===== src/rtl/core/qtbh_pkg.sv =====
// Shared constants and types for the byte quantizer with histogram.
// No dependencies; every other file in rtl/core uses this package.
`default_nettype none

package qtbh_pkg;

  localparam int COUNT_WIDTH_DEF = 32;
  localparam int FRAC_BITS_DEF   = 16;

  localparam int NUM_BINS = 256;
  localparam int BIN_AW   = 8;
  localparam int DATA_W   = 32;
  localparam int PROD_W   = 64;
  localparam int PADDR_W  = 3;

  localparam logic [BIN_AW-1:0] BYTE_MAX = 8'd255;

  // request opcodes
  localparam logic OP_QUANT = 1'b0;
  localparam logic OP_READ  = 1'b1;

  // register indexes (paddr[2])
  localparam logic REG_MIN   = 1'b0;
  localparam logic REG_SCALE = 1'b1;

  // request leaving the quantizer, entering the histogram
  typedef struct packed {
    logic              vld;
    logic              op;
    logic [BIN_AW-1:0] addr;
    logic [BIN_AW-1:0] qv;
  } qtbh_req_t;

  // result leaving the histogram
  typedef struct packed {
    logic              vld;
    logic [BIN_AW-1:0] qv;
    logic [DATA_W-1:0] cnt;
  } qtbh_rsp_t;

endpackage

`default_nettype wire


===== src/rtl/core/qtbh_quant.sv =====
// Quantizer datapath: subtract minimum, scale multiply, clamp to a byte.
// Two register stages; depends on qtbh_pkg.
`default_nettype none

module qtbh_quant #(
  parameter int FRAC_BITS = qtbh_pkg::FRAC_BITS_DEF
) (
  input  wire                                 clk,
  input  wire                                 rst_n,
  input  wire                                 adv,
  input  wire                                 in_vld,
  input  wire                                 in_op,
  input  wire        [qtbh_pkg::DATA_W-1:0]   in_sample,
  input  wire        [qtbh_pkg::BIN_AW-1:0]   in_idx,
  input  wire        [qtbh_pkg::DATA_W-1:0]   range_min,
  input  wire        [qtbh_pkg::DATA_W-1:0]   range_scale,
  output qtbh_pkg::qtbh_req_t                 req
);

  localparam int SHIFT = 2 * FRAC_BITS;

  logic                          s1_vld_r;
  logic                          s1_op_r;
  logic [qtbh_pkg::DATA_W-1:0]   s1_dmag_r;
  logic [qtbh_pkg::BIN_AW-1:0]   s1_idx_r;

  logic                          s2_vld_r;
  logic                          s2_op_r;
  logic [qtbh_pkg::PROD_W-1:0]   s2_prod_r;
  logic [qtbh_pkg::BIN_AW-1:0]   s2_idx_r;

  logic [qtbh_pkg::DATA_W:0]     diff;
  logic                          diff_pos;
  logic [qtbh_pkg::DATA_W-1:0]   dmag_nxt;
  logic [qtbh_pkg::PROD_W-1:0]   whole;
  logic [qtbh_pkg::BIN_AW-1:0]   byte_q;

  // 33-bit signed difference; anything not strictly positive quantizes to 0
  assign diff     = {in_sample[qtbh_pkg::DATA_W-1], in_sample}
                  - {range_min[qtbh_pkg::DATA_W-1], range_min};
  assign diff_pos = !diff[qtbh_pkg::DATA_W] && (|diff[qtbh_pkg::DATA_W-1:0]);
  assign dmag_nxt = diff_pos ? diff[qtbh_pkg::DATA_W-1:0] : '0;

  always_ff @(posedge clk) begin
    if (!rst_n) begin
      s1_vld_r <= 1'b0;
      s2_vld_r <= 1'b0;
    end else if (adv) begin
      s1_vld_r <= in_vld;
      s2_vld_r <= s1_vld_r;
    end
  end

  always_ff @(posedge clk) begin
    if (adv) begin
      s1_op_r   <= in_op;
      s1_dmag_r <= dmag_nxt;
      s1_idx_r  <= in_idx;
      s2_op_r   <= s1_op_r;
      s2_prod_r <= qtbh_pkg::PROD_W'(s1_dmag_r) * qtbh_pkg::PROD_W'(range_scale);
      s2_idx_r  <= s1_idx_r;
    end
  end

  // integer part of the product, saturated to a byte
  assign whole  = s2_prod_r >> SHIFT;
  assign byte_q = (|whole[qtbh_pkg::PROD_W-1:qtbh_pkg::BIN_AW]) ? qtbh_pkg::BYTE_MAX
                                                                : whole[qtbh_pkg::BIN_AW-1:0];

  always_comb begin
    req.vld  = s2_vld_r;
    req.op   = s2_op_r;
    req.addr = (s2_op_r == qtbh_pkg::OP_READ) ? s2_idx_r : byte_q;
    req.qv   = (s2_op_r == qtbh_pkg::OP_READ) ? '0 : byte_q;
  end

endmodule

`default_nettype wire


===== config.mk =====
export PLATFORM = sky130hd
export DESIGN_NAME = qtbh_quant
export DESIGN_NICKNAME = d
export VERILOG_FILES = /design/src/rtl/core/qtbh_pkg.sv /design/src/rtl/core/qtbh_quant.sv
export SDC_FILE = /design/constraint.sdc
export NUM_CORES = 2
export LEC_CHECK = 0
export ABC_AREA = 1
export BUFFER_PORTS_ARGS = -buffer_cell sky130_fd_sc_hd__buf_2
export CORE_ASPECT_RATIO = 1.25
export CORE_MARGIN = 2
export CORE_UTILIZATION = 60
export CTS_BUF_LIST = sky130_fd_sc_hd__clkbuf_4 sky130_fd_sc_hd__clkbuf_8
export DETAILED_ROUTE_END_ITERATION = 6
export PLACE_DENSITY_LB_ADDON = 0.15
export SLEW_MARGIN = 20
export SYNTH_ARGS = -nofsm -noshare
export SYNTH_HDL_FRONTEND = slang
export SYNTH_SLANG_ARGS = --single-unit

===== constraint.sdc =====
create_clock -name clk -period 7.5 [get_ports clk]
set_input_delay 0.375 -clock clk [delete_from_list [all_inputs] [get_ports clk]]
set_output_delay 0.375 -clock clk [all_outputs]
set_load 0.01 [all_outputs]

==> key figures <==
Worst setup path
  • Kind of cell adding the most delay to the critical path: adder cells
  • Worst-path maximum fanout: 13
  • Critical Path Source: s1_dmag_r[27]$_SDFFCE_PN0P_
  • Buffers & Inverters on Critical Path: 5
  • CP most frequent cell: fa_1
  • Worst path max stage delay: 0.62 ns
  • CP Cell Sequence: buf_4, nand2_1, inv_1, fa_1, inv_1, fa_1, fa_1, fa_1, inv_1, fa_1, fa_1, fa_1, fa_1, ha_1, nand2_1, nand2_1, a31oi_1, buf_4, o21a_1, o21bai_1, a21oi_1, xor2_1
  • WS Path Type: flop to flop
  • Req. time, crit path: 7.71 ns
  • Critical Path AT: 7.53 ns
  • Crit start category: flop
  • Worst setup EP type: flop
  • Reg2reg start: s1_dmag_r[27]$_SDFFCE_PN0P_
  • CP max stage cell: edfxtp_1

Global routing
  • Overflow after GRT: 0
  • Vias in the first global route: 34912
  • First-pass GRT wire length: 180000 µm
  • Initial antenna violation count: 3
  • Total GRT Usage: 33.5%
  • Largest net degree at the start of global routing: 45

Die
  • Die width: 236 µm
  • Die Y: 294 µm
  • Cell Rows: 106
  • Die area: 69400 µm²
  • Initial core utilization: 60.6%
  • Core area: 66700 µm²
  • I/O Pins: 127

Routing
  • Initial DRC Count: 1883
  • Final WL: 111000 µm
  • Final ANT Viol Nets: 0
  • DR WL met3: 6240 µm
  • Wl on met1: 40300 µm
  • DRC violations left: 0
  • Routed met2 length: 58300 µm
  • Pre-antenna DRT Iters: 6
  • Via density: 5.20
  • Via count: 32828
  • Final routed wire length divided by cell count: 17.6 µm
  • Top Layer Used: met4

Synthesis
  • EDFF count, synth: 82
  • Share of flip-flops with an asynchronous set or reset: 0%
  • Cells after synthesis: 5362
  • Mean Syn Cell Area: 7.54 µm²
  • Top cells by area, synth: fa_1, inv_1, nand2_1
  • Sequential fraction of the synthesis area: 6.19%
  • Syn Nets: 6659
  • Post-Syn Area: 40400 µm²
  • Synth Flop Type: edfxtp_1
  • Synth area leader: fa_1
  • Top-area cell type share of the netlist area: 44.4%
  • Cell variety after synth: 41
  • Synth warn: 0
  • Post-synthesis register bit count: 84

Placement
  • Routability cong.: 0.967
  • HPWL Detailed: 94100 µm
  • Port bufs: 126
  • Pre-CTS setup slack: -0.0969 ns

Layout
  • Storage element area: 2500 µm²
  • Footprint of the multi-input gates: 30400 µm²
  • Syn-to-layout area delta: 6.43%
  • # fillers: 5940
  • Final layout net count: 6742
  • Post-route core utilization: 64.5%
  • Share of layout cells above drive strength 1: 6.37%

STA
  • Final period utilization: 97.7%
  • Unrepaired setup endpoints after global routing: no
  • Highest Clock Rate: 0.137 GHz
  • Fin crit period: 7.33 ns
  • Fin. max-slew vios: 0
  • Final setup fails: 0
  • Worst Max-Slew Pin Slew: 0.828 ns
  • Post-route setup slack: 0.174 ns
  • Slew HR: 44.8%
  • Skew final: 0.0277 ns
  • Hold Vio Cnt, Final: 0

Min path
  • HP Start: in_idx[1]
  • Hold Path Class: input port to flop

CTS
  • Clk root buf: clkbuf_8
  • CTS tree: yes
  • H-tree levels: 3
  • Clock-pin slew on the worst setup and hold paths: 0.13 ns
  • Clock Sinks: 84
  • Skew-Pair Late Insertion Delay: 0.45 ns
  • CTS max path bufs: 2
  • Num CTS Buffers: 9

Run
  • Max_cap viols: 0

Status
  • Status: finished, final reports clean
[per-layer routing]
metal | global-route usage (%) | up-vias
met3 | 3.44 | 354
met2 | 61.8 | 1170
met5 | 0 | -
li1 | - | 15088
met4 | 16.5 | 0
met1 | 38.8 | 16216
[area by class of cell]
class | instances | share of cell area (%)
Antenna cell | 3 | 0.0175
Timing Repair Buffer | 271 | 4.85
Inverter | 1804 | 15.7
Clock buffer | 9 | 0.288
Clock inverter | 7 | 0.177
Sequential cell | 84 | 5.82
Tap cell | 864 | 2.51
Multi-Input combinational cell | 3275 | 70.6
[cell usage after synthesis (11+ instances only)]
cell type and n:
ha_1 292, nand2_1 1461, xnor2_1 16, nor2_2 29, inv_1 1795, a21oi_1 104, nor4_1 11, xor2_1 19
edfxtp_1 82, nor3_1 12, o21bai_1 12, clkbuf_1 193, nand3_1 80, fa_1 896, nand4_1 18, o21ai_0 60
nand2_2 13, nor2_1 199
[per-stage QoR]
stage | instance area [µm²] | hold slack, ns | setup TNS (ns) | instances
2_1_floorplan | 40400 | 0.400 | 0 | 5362
3_3_place_gp | 42500 | 0.402 | -0.0845 | 6277
3_5_place_dp | 42500 | 0.405 | -0.0969 | 6277
4_1_cts | 42800 | 0.0663 | 0 | 6303
5_1_grt | 43000 | 0.0817 | 0 | 6315
6_report | 43000 | 0.0974 | 0 | 6317
[layout by cell type, fill, tap and decap left out, drive strengths merged, types with 11 or more instances in the layout]
master | Yosys | layout
nand4 | 18 | 18
nand3 | 81 | 81
a21oi | 105 | 105
fa | 896 | 896
xnor2 | 16 | 16
nand2 | 1475 | 1475
nor4 | 11 | 11
xor2 | 19 | 19
o21ai | 60 | 60
o21bai | 12 | 12
inv | 1804 | 1807
buf | 6 | 271
edfxtp | 82 | 82
ha | 292 | 292
nor3 | 15 | 15
nor2 | 229 | 229
[flip-flops by register name, indices dropped and copies added, names as in the netlist]
| register | count |
|---|---|
| s1_dmag_r | 32 |
| s1_vld_r | 1 |
| s2_vld_r | 1 |
| s2_idx_r | 8 |
| s1_idx_r | 8 |
| s1_op_r | 1 |
| s2_op_r | 1 |
| s2_prod_r | 32 |
[final timing paths]
check	end	slack [ns]	depth (start not counted)
worst max-delay path	s2_prod_r[39]$_DFFE_PP_	0.17	22
worst min-delay path	s1_idx_r[1]$_DFFE_PP_	0.1	1
worst max register to register	s2_prod_r[39]$_DFFE_PP_	0.17	22
worst min register to register	s2_idx_r[3]$_DFFE_PP_	0.42	0
[cells by family (layout without fill, tap and decap cells)]
group / Yosys count / after routing / share of synthesized area [%]
xor gates and xnor gates: 35 / 35 / 0.759
DFF: 84 / 84 / 6.19
buffers and inverters: 2003 / 2091 / 18.7
other: 0 / 3 / 0
AOI/OAI and AO/OA: 220 / 220 / 3.06
and+or+nand+nor: 1832 / 1832 / 17.9
adders and majority gates: 1188 / 1188 / 53.4
[repair_timing]
item,4_1_cts,5_1_grt
pin swaps,0,0
gates resized for setup,0,1
endpoints found under the setup margin,1,7
hold buffers,0,0
setup buffers,10,11
Power is left out: the tool's default activity adds up to more than one toggle a clock period on the data nets, which glitch-free logic cannot reach.
